### src/design/uhp_pkg.sv
// shared types, codes and constants for the unified header parser
package uhp_pkg;

    // parse phase of the current datagram
    typedef enum logic [2:0] {
        PH_FIRST   = 3'd0,
        PH_CID     = 3'd1,
        PH_SEQ_HI  = 3'd2,
        PH_SEQ_LO  = 3'd3,
        PH_LEN_HI  = 3'd4,
        PH_LEN_LO  = 3'd5,
        PH_PAYLOAD = 3'd6,
        PH_SKIP    = 3'd7
    } uhp_phase_t;

    // result status codes
    typedef enum logic [2:0] {
        ST_HEADER_OK    = 3'd0,
        ST_CID_BYTE     = 3'd1,
        ST_BAD_PREFIX   = 3'd2,
        ST_TRUNC_HEADER = 3'd3,
        ST_CID_MISMATCH = 3'd4,
        ST_TRUNC_RECORD = 3'd5
    } uhp_status_t;

    // configuration register indexes
    localparam logic CFG_CID_NEGOTIATED = 1'b0;
    localparam logic CFG_CID_BYTES      = 1'b1;

    // first byte layout
    localparam logic [7:0] PREFIX_MASK  = 8'b1110_0000;
    localparam logic [7:0] PREFIX_VALUE = 8'b0010_0000;

    // bit positions inside the stored header flags
    localparam int FLAG_C = 2;
    localparam int FLAG_S = 1;
    localparam int FLAG_L = 0;

    typedef struct packed {
        uhp_phase_t  phase;
        logic [15:0] byte_count;
        logic [2:0]  flags;
        logic [1:0]  epoch;
        logic [15:0] seq;
        logic [15:0] len;
        logic        mismatch;
    } uhp_state_t;

    typedef struct packed {
        uhp_status_t status;
        logic [1:0]  epoch_low;
        logic [15:0] seq_num;
        logic        seq_wide;
        logic        length_present;
        logic [15:0] record_length;
        logic [7:0]  cid_byte;
    } uhp_result_t;

endpackage

### src/design/dtls_unified_header_parser_unit.sv
// top level of the dtls 1.3 unified header parser
// latency: a result request is valid the cycle after the byte that causes it is accepted
// throughput: one byte per cycle; s_tready drops only while a result is held and
//   m_tready is low, the result register decouples the two sides
// reset: rst_n asynchronous active low, clears parse phase, stores, config and out valid
module dtls_unified_header_parser_unit
(
    input  logic        clk,
    input  logic        rst_n,
    // configuration write port
    input  logic        cfg_we,
    input  logic        cfg_index,
    input  logic [7:0]  cfg_data,
    // input byte stream
    input  logic        s_tvalid,
    output logic        s_tready,
    input  logic [7:0]  s_tdata,    // [7:0] data_byte
    input  logic        s_tlast,    // end_of_datagram
    // result stream
    output logic        m_tvalid,
    input  logic        m_tready,
    output logic [47:0] m_tdata,    // [1:0] epoch_low, [17:2] seq_num, [18] seq_wide,
                                    // [19] length_present, [35:20] record_length,
                                    // [43:36] cid_byte, [47:44] zero
    output logic [2:0]  m_tuser     // [2:0] status
);

    // configuration registers, sampled by the parse step on the first byte
    logic                 cid_negotiated_reg;
    logic [7:0]           cid_bytes_reg;

    // parse state across bytes of one datagram
    uhp_pkg::uhp_state_t  state_reg;
    uhp_pkg::uhp_state_t  state_next;

    uhp_pkg::uhp_result_t step_res;
    logic                 step_res_valid;
    uhp_pkg::uhp_result_t out_data;
    logic                 accept;

    // free when the held result leaves this cycle or nothing is held
    assign s_tready = !m_tvalid || m_tready;
    assign accept   = s_tvalid && s_tready;

    always_ff @(posedge clk or negedge rst_n)
    begin
        if (!rst_n)
        begin
            cid_negotiated_reg <= 1'b0;
            cid_bytes_reg      <= 8'd0;
        end
        else if (cfg_we)
        begin
            unique case (cfg_index)
                uhp_pkg::CFG_CID_NEGOTIATED: cid_negotiated_reg <= cfg_data[0];
                uhp_pkg::CFG_CID_BYTES:      cid_bytes_reg      <= cfg_data;
            endcase
        end
    end

    uhp_step u_step
    (
        .in_last        (s_tlast),
        .in_byte        (s_tdata),
        .cid_negotiated (cid_negotiated_reg),
        .cid_bytes      (cid_bytes_reg),
        .cur            (state_reg),
        .nxt            (state_next),
        .res_valid      (step_res_valid),
        .res            (step_res)
    );

    // state advances only on an accepted request
    always_ff @(posedge clk or negedge rst_n)
    begin
        if (!rst_n)
        begin
            state_reg <= '{phase: uhp_pkg::PH_FIRST, default: '0};
        end
        else if (accept)
        begin
            state_reg <= state_next;
        end
    end

    uhp_out_reg u_out
    (
        .clk       (clk),
        .rst_n     (rst_n),
        .load      (accept && step_res_valid),
        .load_data (step_res),
        .take      (m_tready),
        .valid     (m_tvalid),
        .data      (out_data)
    );

    assign m_tuser = out_data.status;
    assign m_tdata = {4'd0, out_data.cid_byte, out_data.record_length,
                      out_data.length_present, out_data.seq_wide,
                      out_data.seq_num, out_data.epoch_low};

endmodule

### src/design/uhp_step.sv
// per-byte parse step: next parser state and optional result
module uhp_step
(
    input  logic                 in_last,
    input  logic [7:0]           in_byte,
    input  logic                 cid_negotiated,
    input  logic [7:0]           cid_bytes,
    input  uhp_pkg::uhp_state_t  cur,
    output uhp_pkg::uhp_state_t  nxt,
    output logic                 res_valid,
    output uhp_pkg::uhp_result_t res
);

    logic        prefix_ok;
    logic [15:0] count_dec;
    logic [15:0] seq_cur;
    logic [15:0] len_cur;
    logic        flag_l;
    logic        done_emits;
    logic [15:0] cid_count;

    assign prefix_ok  = (in_byte & uhp_pkg::PREFIX_MASK) == uhp_pkg::PREFIX_VALUE;
    assign count_dec  = cur.byte_count - 16'd1;
    assign flag_l     = cur.flags[uhp_pkg::FLAG_L];
    assign cid_count  = cid_negotiated ? {8'd0, cid_bytes} : 16'd0;
    // low byte of seq / len arrives in the current request on those phases
    assign seq_cur    = (cur.phase == uhp_pkg::PH_SEQ_LO) ? {cur.seq[15:8], in_byte} : cur.seq;
    assign len_cur    = (cur.phase == uhp_pkg::PH_LEN_LO) ? {cur.len[15:8], in_byte} : cur.len;
    // last header byte produces a result unless payload counting starts
    assign done_emits = cur.mismatch || !flag_l || (len_cur == 16'd0) || in_last;

    // next state
    always_comb
    begin
        nxt = cur;
        unique case (cur.phase)
            uhp_pkg::PH_FIRST:
            begin
                if (!prefix_ok)
                begin
                    nxt.phase = in_last ? uhp_pkg::PH_FIRST : uhp_pkg::PH_SKIP;
                end
                else
                begin
                    nxt.flags    = in_byte[4:2];
                    nxt.epoch    = in_byte[1:0];
                    nxt.seq      = 16'd0;
                    nxt.len      = 16'd0;
                    nxt.mismatch = in_byte[4] != cid_negotiated;
                    if (in_last)
                        nxt.phase = uhp_pkg::PH_FIRST;
                    else
                    begin
                        nxt.byte_count = cid_count;
                        if (cid_count != 16'd0)
                            nxt.phase = uhp_pkg::PH_CID;
                        else
                            nxt.phase = in_byte[3] ? uhp_pkg::PH_SEQ_HI : uhp_pkg::PH_SEQ_LO;
                    end
                end
            end
            uhp_pkg::PH_CID:
            begin
                if (in_last)
                    nxt.phase = uhp_pkg::PH_FIRST;
                else
                begin
                    nxt.byte_count = count_dec;
                    if (count_dec == 16'd0)
                        nxt.phase = cur.flags[uhp_pkg::FLAG_S] ? uhp_pkg::PH_SEQ_HI
                                                               : uhp_pkg::PH_SEQ_LO;
                end
            end
            uhp_pkg::PH_SEQ_HI:
            begin
                if (in_last)
                    nxt.phase = uhp_pkg::PH_FIRST;
                else
                begin
                    nxt.seq   = {in_byte, 8'd0};
                    nxt.phase = uhp_pkg::PH_SEQ_LO;
                end
            end
            uhp_pkg::PH_SEQ_LO:
            begin
                nxt.seq = seq_cur;
                if (flag_l)
                    nxt.phase = in_last ? uhp_pkg::PH_FIRST : uhp_pkg::PH_LEN_HI;
                else
                    nxt.phase = in_last ? uhp_pkg::PH_FIRST : uhp_pkg::PH_SKIP;
            end
            uhp_pkg::PH_LEN_HI:
            begin
                if (in_last)
                    nxt.phase = uhp_pkg::PH_FIRST;
                else
                begin
                    nxt.len   = {in_byte, 8'd0};
                    nxt.phase = uhp_pkg::PH_LEN_LO;
                end
            end
            uhp_pkg::PH_LEN_LO:
            begin
                nxt.len = len_cur;
                if (in_last)
                    nxt.phase = uhp_pkg::PH_FIRST;
                else if (done_emits)
                    nxt.phase = uhp_pkg::PH_SKIP;
                else
                begin
                    nxt.byte_count = len_cur;
                    nxt.phase      = uhp_pkg::PH_PAYLOAD;
                end
            end
            uhp_pkg::PH_PAYLOAD:
            begin
                nxt.byte_count = count_dec;
                if (in_last)
                    nxt.phase = uhp_pkg::PH_FIRST;
                else if (count_dec == 16'd0)
                    nxt.phase = uhp_pkg::PH_SKIP;
            end
            uhp_pkg::PH_SKIP:
            begin
                if (in_last)
                    nxt.phase = uhp_pkg::PH_FIRST;
            end
        endcase
    end

    // result
    always_comb
    begin
        res       = '0;
        res_valid = 1'b0;
        unique case (cur.phase)
            uhp_pkg::PH_FIRST:
            begin
                if (!prefix_ok)
                begin
                    res_valid  = 1'b1;
                    res.status = uhp_pkg::ST_BAD_PREFIX;
                end
                else if (in_last)
                begin
                    res_valid  = 1'b1;
                    res.status = uhp_pkg::ST_TRUNC_HEADER;
                end
            end
            uhp_pkg::PH_CID:
            begin
                if (in_last)
                begin
                    res_valid  = 1'b1;
                    res.status = uhp_pkg::ST_TRUNC_HEADER;
                end
                else if (!cur.mismatch)
                begin
                    res_valid    = 1'b1;
                    res.status   = uhp_pkg::ST_CID_BYTE;
                    res.cid_byte = in_byte;
                end
            end
            uhp_pkg::PH_SEQ_HI, uhp_pkg::PH_LEN_HI:
            begin
                if (in_last)
                begin
                    res_valid  = 1'b1;
                    res.status = uhp_pkg::ST_TRUNC_HEADER;
                end
            end
            uhp_pkg::PH_SEQ_LO, uhp_pkg::PH_LEN_LO:
            begin
                if ((cur.phase == uhp_pkg::PH_SEQ_LO) && flag_l)
                begin
                    if (in_last)
                    begin
                        res_valid  = 1'b1;
                        res.status = uhp_pkg::ST_TRUNC_HEADER;
                    end
                end
                else if (cur.mismatch)
                begin
                    res_valid  = 1'b1;
                    res.status = uhp_pkg::ST_CID_MISMATCH;
                end
                else if (!flag_l || (len_cur == 16'd0))
                begin
                    res_valid          = 1'b1;
                    res.status         = uhp_pkg::ST_HEADER_OK;
                    res.epoch_low      = cur.epoch;
                    res.seq_num        = seq_cur;
                    res.seq_wide       = cur.flags[uhp_pkg::FLAG_S];
                    res.length_present = flag_l;
                    res.record_length  = flag_l ? len_cur : 16'd0;
                end
                else if (in_last)
                begin
                    res_valid  = 1'b1;
                    res.status = uhp_pkg::ST_TRUNC_RECORD;
                end
            end
            uhp_pkg::PH_PAYLOAD:
            begin
                if (count_dec == 16'd0)
                begin
                    res_valid          = 1'b1;
                    res.status         = uhp_pkg::ST_HEADER_OK;
                    res.epoch_low      = cur.epoch;
                    res.seq_num        = seq_cur;
                    res.seq_wide       = cur.flags[uhp_pkg::FLAG_S];
                    res.length_present = flag_l;
                    res.record_length  = flag_l ? len_cur : 16'd0;
                end
                else if (in_last)
                begin
                    res_valid  = 1'b1;
                    res.status = uhp_pkg::ST_TRUNC_RECORD;
                end
            end
            uhp_pkg::PH_SKIP:
            begin
                res_valid = 1'b0;
            end
        endcase
    end

endmodule

### src/design/uhp_out_reg.sv
// result register with valid flag, holds until the downstream side takes it
module uhp_out_reg
(
    input  logic                 clk,
    input  logic                 rst_n,
    input  logic                 load,
    input  uhp_pkg::uhp_result_t load_data,
    input  logic                 take,
    output logic                 valid,
    output uhp_pkg::uhp_result_t data
);

    logic                 valid_reg;
    logic                 valid_next;
    uhp_pkg::uhp_result_t data_reg;

    always_comb
    begin
        priority if (load)
            valid_next = 1'b1;
        else if (take)
            valid_next = 1'b0;
        else
            valid_next = valid_reg;
    end

    always_ff @(posedge clk or negedge rst_n)
    begin
        if (!rst_n)
            valid_reg <= 1'b0;
        else
            valid_reg <= valid_next;
    end

    always_ff @(posedge clk)
    begin
        if (load)
            data_reg <= load_data;
    end

    assign valid = valid_reg;
    assign data  = data_reg;

endmodule

### config.mk
export PLATFORM = sky130hd
export DESIGN_NAME = dtls_unified_header_parser_unit
export DESIGN_NICKNAME = d
export VERILOG_FILES = /design/src/design/uhp_pkg.sv /design/src/design/dtls_unified_header_parser_unit.sv /design/src/design/uhp_step.sv /design/src/design/uhp_out_reg.sv
export SDC_FILE = /design/constraint.sdc
export NUM_CORES = 1
export LEC_CHECK = 0
export ABC_AREA = 1
export BUFFER_PORTS_ARGS = -buffer_cell sky130_fd_sc_hd__buf_2
export CORE_MARGIN = 2
export CORE_UTILIZATION = 45
export DETAILED_ROUTE_END_ITERATION = 8
export GPL_ROUTABILITY_DRIVEN = 0
export GPL_TIMING_DRIVEN = 0
export PLACE_DENSITY = 0.69
export SETUP_SLACK_MARGIN = 0.1
export SLEW_MARGIN = 20
export SYNTH_ARGS = -nofsm -noshare
export SYNTH_HDL_FRONTEND = slang
export SYNTH_HIERARCHICAL = 1
export SYNTH_SLANG_ARGS = --single-unit
### constraint.sdc
create_clock -name clk -period 12.2 [get_ports clk]
set_clock_uncertainty 0.1 [all_clocks]
set_input_delay 0.61 -clock clk [delete_from_list [all_inputs] [get_ports clk]]
set_output_delay 0.61 -clock clk [all_outputs]
set_load 0.01 [all_outputs]
==> summary.md, run 1 <==
| Metric | Value |
|---|---|
| Routed Antenna Nets | `0` |
| Core footprint | `approximately 15000 um^2` |
| Power Dens Cells | `roughly 270 nW/um^2` |
| # port buffers | `69` |
| Setup TNS | `0 ns` |
| GRT met2 Usage | `0.401` |
| Global-route wire length before repair | `35.1 mm` |
| CP endpoint kind | `register` |
| # resized after CTS | `0` |
| Smallest hold slack | `approximately 0.02 ns` |
| CTS root buf | `clkbuf_16` |
| Worst-path fanout max | `26` |
| Final max-slew violation count | `0` |
| Yosys Warn Count | `6` |
| Inserted Clock Buffers | `17` |
| CTS tree | `done` |
| Die Area | `about 17000 um^2` |
| RSZ-0062 raised after global routing | `false` |
| Number of diodes | `0` |
| Crit path arrival time | `around 3.8 ns` |
| Least-Margin Pin Slew | `about 1.1 ns` |
| Via Count | `roughly 7300` |
| Final wirelength | `22.2 mm` |
| Maxcap violations | `0` |
| Dpl hpwl | `approximately 16 mm` |
| Busiest grt layer | `met2` |
| First-pass DRT Iterations | `6` |
| Clk Latency, worst-skew pair | `around 0.42 ns` |
| Required @ worst endpoint | `between 10 and 15 ns` |
| Vias in the first global route | `between 6000 and 7000` |
| Die H | `around 130 um` |
| Clock Pin Slew Worst Setup and Hold Paths | `0.06 ns` |
| Final Hold Viols | `0` |
| GRT Util Overall | `0.274` |
| Clk buf depth | `2` |
| Worst setup SP type | `register` |
| Met3 Usage GRT | `0.0751` |
| Io pins | `76` |
| Tmin final | `3.77 ns` |
| # DRC | `0` |
| Status | `finished, final reports clean` |
| Hold_buf cts | `0` |
| Layout overhead on the synthesized area | `17.9%` |
| Post-CTS setup buffers | `0` |
| Grt ovf | `0` |
| Slew HR | `0.257` |
| Num rows | `45` |
| Cells after Synth | `roughly 1000` |
| H-Tree Depth | `4` |
| Die width | `between 100 and 150 um` |
| Via density | `~5.7` |
| Setup slack, reg-to-reg | `around 8.4 ns` |
| Total clock sinks | `113` |
| Drt wl/cell | `between 15 and 20 um` |
| Layout cells sized above 1 | `0.147` |
| Leakage | `around 0.004 uW` |
| Critical path class | `register to register` |
| Tcrit/Tclk final | `0.309` |
| Max reg flops | `56` |
| Final number of setup-violating endpoints | `0` |
| Hold/Removal Path Class | `primary input to async pin` |
| Fillers | `approximately 1500` |
| Starting Density | `0.462` |
| Nets | `between 1000 and 1500` |
| Largest net degree at the start of global routing | `40` |
| Post-synthesis cell area | `around 7000 um^2` |
| Mean Syn Cell Area | `7.26 um^2` |
| Achievable Freq | `approximately 0.27 GHz` |
| Maximum VDD drop | `between 0.1 and 0.15 mV` |
| Drt first-iter violations | `922` |
| Initial antenna violation count | `0` |
| GR Util met1 | `0.395` |
stage by stage:
step / cells / util / instance area, um^2 / setup slack, ns / total power, uW
2_1_floorplan: 974 / - / 7060 / 7.70 / 1360
3_3_place_gp: 1254 / 0.503 / 7670 / 6.58 / 1650
3_5_place_dp: 1256 / 0.506 / 7720 / 8.49 / 1680
4_1_cts: 1288 / 0.544 / 8310 / 8.46 / 2180
5_1_grt: 1288 / 0.544 / 8310 / 8.12 / 2360
6_report: 1288 / 0.544 / 8310 / 8.43 / 2210
layout make-up:
type	count	area, um^2	area share
multi-input combinational	713	3360	0.405
sequential	113	3060	0.369
clock buffer	17	425	0.0512
timing repair buffer	71	395	0.0476
inverter	93	349	0.0420
buffer	55	293	0.0352
tap	211	264	0.0318
clock inverter	15	158	0.0190
power breakdown:
group / internal (uW) / switching [uW] / total (uW) / leakage [uW]
sequential: 551 / 95.7 / 646 / 0.00133
clock: 302 / 195 / 496 / 0.000273
combinational: 329 / 736 / 1070 / 0.00240
cell usage in the layout, fill, tap and decap left out, drive strengths merged, types with 2 or more instances in the layout:
cell type,n
nand2,316
nand3,112
buf,105
inv,96
dfrtp,66
nor2,65
a21oi,58
o21ai,55
edfxtp,47
clkbuf,38
nand4,28
o22ai,27
nor3,13
a211oi,7
clkinv,6
a22oi,5
conb,4
clkinvlp,4
o211ai,4
o41ai,3
bufinv,2
o221ai,2
xor2,2
ha,2
a21boi,2
final timing paths:
kind | from | end | cells past startpoint
max | state_reg[38] | u_out/data[5] | 16
max in group asynchronous | rst_n | state_reg[46] | 2
max reg2reg | state_reg[38] | u_out/data[5] | 16
min | rst_n | u_out/valid | 1
min reg2reg | state_reg[35] | state_reg[35] | 2
min in group clk | cfg_data[5] | cid_bytes_reg[5] | 3
metal layers:
layer  vias to the layer above  wire, um
met5                         -         0
met4                         0       588
met3                        51      2550
met2                       439      9330
met1                      3362      9720
li1                       3455         -
critical path, cell delays in order, from the launching register on:
cell	delay, ns
dfrtp_1	0.49
inv_2	0.18
ha_1	0.21
nand2_1	0.17
nor2_2	0.28
nand2_1	0.08
nand2_1	0.06
nand2_1	0.11
nor2_1	0.10
nand2_1	0.06
nor2_1	0.17
nand3_1	0.16
clkbuf_1	0.28
nand4_1	0.14
inv_1	0.07
nor2_4	0.55
buf_16	0.25
No activity file was read; power rests on OpenSTA's default activity.
==> run 2, diff against run 1 <==
==> constraint.sdc (replaced) <==
create_clock -name clk -period 3.7 [get_ports clk]
set_clock_uncertainty 0.1 [all_clocks]
set_input_delay 0.185 -clock clk [delete_from_list [all_inputs] [get_ports clk]]
set_output_delay 0.185 -clock clk [all_outputs]
set_load 0.01 [all_outputs]
==> run 2 against run 1 <==
  * Register-to-register slack got worse by 8.1 ns
  * Count of clock-buffer cells in the layout rose by 1
  * Combinational power rose to 3.4 times the previous value
  * Via count rose by 2.1%
  * Global-route usage rose by 0.054 points
  * Critical endpoint is now u_out/data[4]
  * Routed wire length rose by 1.2%
  * Sequential share of layout area fell by 1.1 points
  * Critical path depth fell by 5
  * Highest routed layer unchanged
  * Critical path type unchanged
==> summary.md, run 2 (same netlist as run 1, synthesis figures left out) <==
| Metric | Value |
|---|---|
| Status | `finished, final reports clean` |
| Crit path arrival time | `roughly 3.4 ns` |
| Dpl hpwl | `approximately 16 mm` |
| Global-route wire length before repair | `~35 mm` |
| Die Area | `between 15000 and 20000 um^2` |
| H-Tree Depth | `4` |
| Max reg flops | `56` |
| CTS tree | `done` |
| Sequential cell area | `around 3100 um^2` |
| Achievable Freq | `0.295 GHz` |
| First-pass DRT Iterations | `8` |
| Reg2Reg Capture Point | `u_out/data[4]` |
| Vias in the first global route | `6435` |
| Top cell by count, worst path | `inv_1` |
| Critical R2R Launch | `state_reg[54]` |
| Io pins | `between 70 and 80` |
| Drt first-iter violations | `approximately 1200` |
| Critical path depth | `11` |
| Grt ovf | `0` |
| Die width | `approximately 130 um` |
| Via density | `5.68` |
| Multi-input gate area | `3380 um^2` |
| Power Dens Cells | `about 870 nW/um^2` |
| Clk buf depth | `2` |
| Setup TNS | `0 ns` |
| Largest net degree at the start of global routing | `37` |
| Least-Margin Pin Slew | `about 1.1 ns` |
| Tmin final | `about 3.4 ns` |
| Final setup margin | `~0.31 ns` |
| Final Hold Viols | `0` |
| Top delay family on crit path | `buffers and inverters` |
| Num rows | `45` |
| Layout cells sized above 1 | `0.152` |
| Via Count | `between 7000 and 8000` |
| RSZ-0062 raised after global routing | `false` |
| Commonest non-fill, non-tap cell in the layout | `nand2_1` |
| Critical Path End | `u_out/data[4]` |
| Maximum VDD drop | `between 0.5 and 0.6 mV` |
| Worst setup SP type | `register` |
| Worst Path Buf+Inv | `6` |
| Critical path class | `register to register` |
| Pre-CTS setup slack | `around 0.0032 ns` |
| Critical path startpoint | `state_reg[54]` |
| Die H | `129 um` |
| Tot Pwr | `between 7000 and 8000 uW` |
| Core footprint | `15300 um^2` |
| # DRC | `0` |
| Layout overhead on the synthesized area | `21.6%` |
| Slowest stage cell, crit path | `clkbuf_1` |
| CP endpoint kind | `register` |
| Final number of setup-violating endpoints | `0` |
| Final wirelength | `~22 mm` |
| Fillers | `~1500` |
| Inserted Clock Buffers | `17` |
| Hold/Removal Path Class | `primary input to register` |
| Routed Antenna Nets | `0` |
| Worst path max stage delay | `0.46 ns` |
| Worst-case reg-to-reg path depth | `11` |
| Slew HR | `0.269` |
| Most frequent cells in the layout | `nand2_1, nand3_1, inv_1` |
| Initial antenna violation count | `0` |
| Setup slack, reg-to-reg | `0.31 ns` |
| Tcrit/Tclk final | `0.917` |
| Final max-slew violation count | `0` |
| Required @ worst endpoint | `around 3.7 ns` |
| Maxcap violations | `0` |
| Crit path cell chain | `buf_2 -> nor2_1 -> nand2_1 -> inv_1 -> clkbuf_1 -> nand3_1 -> clkbuf_2 -> nand4_1 -> inv_1 -> nor2_4 -> buf_16` |
| Total clock sinks | `roughly 110` |
| # port buffers | `69` |
| Nets | `roughly 1100` |
| Leakage | `0.00411 uW` |
| GRT Util Overall | `0.275` |
| Starting Density | `0.462` |
| Hold Startpoint | `cfg_we` |
| Clk Latency, worst-skew pair | `around 0.42 ns` |
| Drt wl/cell | `17.1 um` |
| CTS root buf | `clkbuf_16` |
| Smallest hold slack | `0.0132 ns` |
| Number of diodes | `0` |
| Clock Pin Slew Worst Setup and Hold Paths | `roughly 0.06 ns` |
| Worst-path fanout max | `24` |
==> run 2: cell types whose count changed in the layout (fill, tap and decap cells not counted), sizes merged <==
cell,delta
buf,+7
nor2,+1
clkinvlp,-1
inv,+2
clkinv,-3
dlygate4sd3,+17
bufinv,+1
clkbuf,+1
==> run 2: metal layers <==
metal  vias up  global-route usage  part of all wire  wire (um)
met5         -                   0                 0          0
met4         0              0.0895             0.026        580
met3        61              0.0475              0.11       2490
met2       494               0.398              0.42       9510
met1      3408               0.417              0.44       9880
li1       3498                   -                 -          -
==> run 2: layout make-up <==
| class | instances | area share |
|---|---|---|
| repair buffers | 95 | 0.0721 |
| clock inverters | 14 | 0.0203 |
| flip-flops and latches | 113 | 0.358 |
| clock buffers | 18 | 0.0501 |
| well taps | 211 | 0.0308 |
| plain buffers | 55 | 0.0343 |
| inverters | 93 | 0.0407 |
| multi-input cells | 714 | 0.394 |
==> run 2: worst min-delay path by stage <==
stage                              end  slack (ns)  cells past startpoint
floorplan             cid_bytes_reg[0]       -0.21                      0
CTS                 cid_negotiated_reg       0.002                      3
detailed placement         u_out/valid        0.08                      1
global route        cid_negotiated_reg        0.06                      3
finish              cid_negotiated_reg        0.01                      3
global placement      cid_bytes_reg[3]        0.32                      3
==> run 2: repair_timing <==
item	CTS	global route
buffers inserted	0	7
hold buffers	17	0
setup endpoints to repair	24	48
gates cloned	1	0
pin swaps	1	1
gates resized for setup	0	5
endpoints found under the hold margin	45	0
==> run 2: per-stage QoR <==
step | utilization | area [um^2] | instances
floorplan | - | 7070 | 974
global placement | 0.503 | 7670 | 1254
detailed placement | 0.506 | 7720 | 1256
CTS | 0.557 | 8500 | 1306
global route | 0.562 | 8570 | 1313
finish | 0.562 | 8570 | 1313
==> run 2: worst min-delay path, delay by kind of cell <==
family                 cells  cell delay [ns]
AOI/OAI and AO/OA          1             0.07
and+or+nand+nor            1             0.09
buffers and inverters      1             0.15
==> run 2: power breakdown <==
group / total (uW) / internal, uW / switching, uW
Clock: 1700 / 1070 / 633
Sequential: 2130 / 1820 / 311
Combinational: 3610 / 1150 / 2460
Total: 7440 / 4030 / 3410
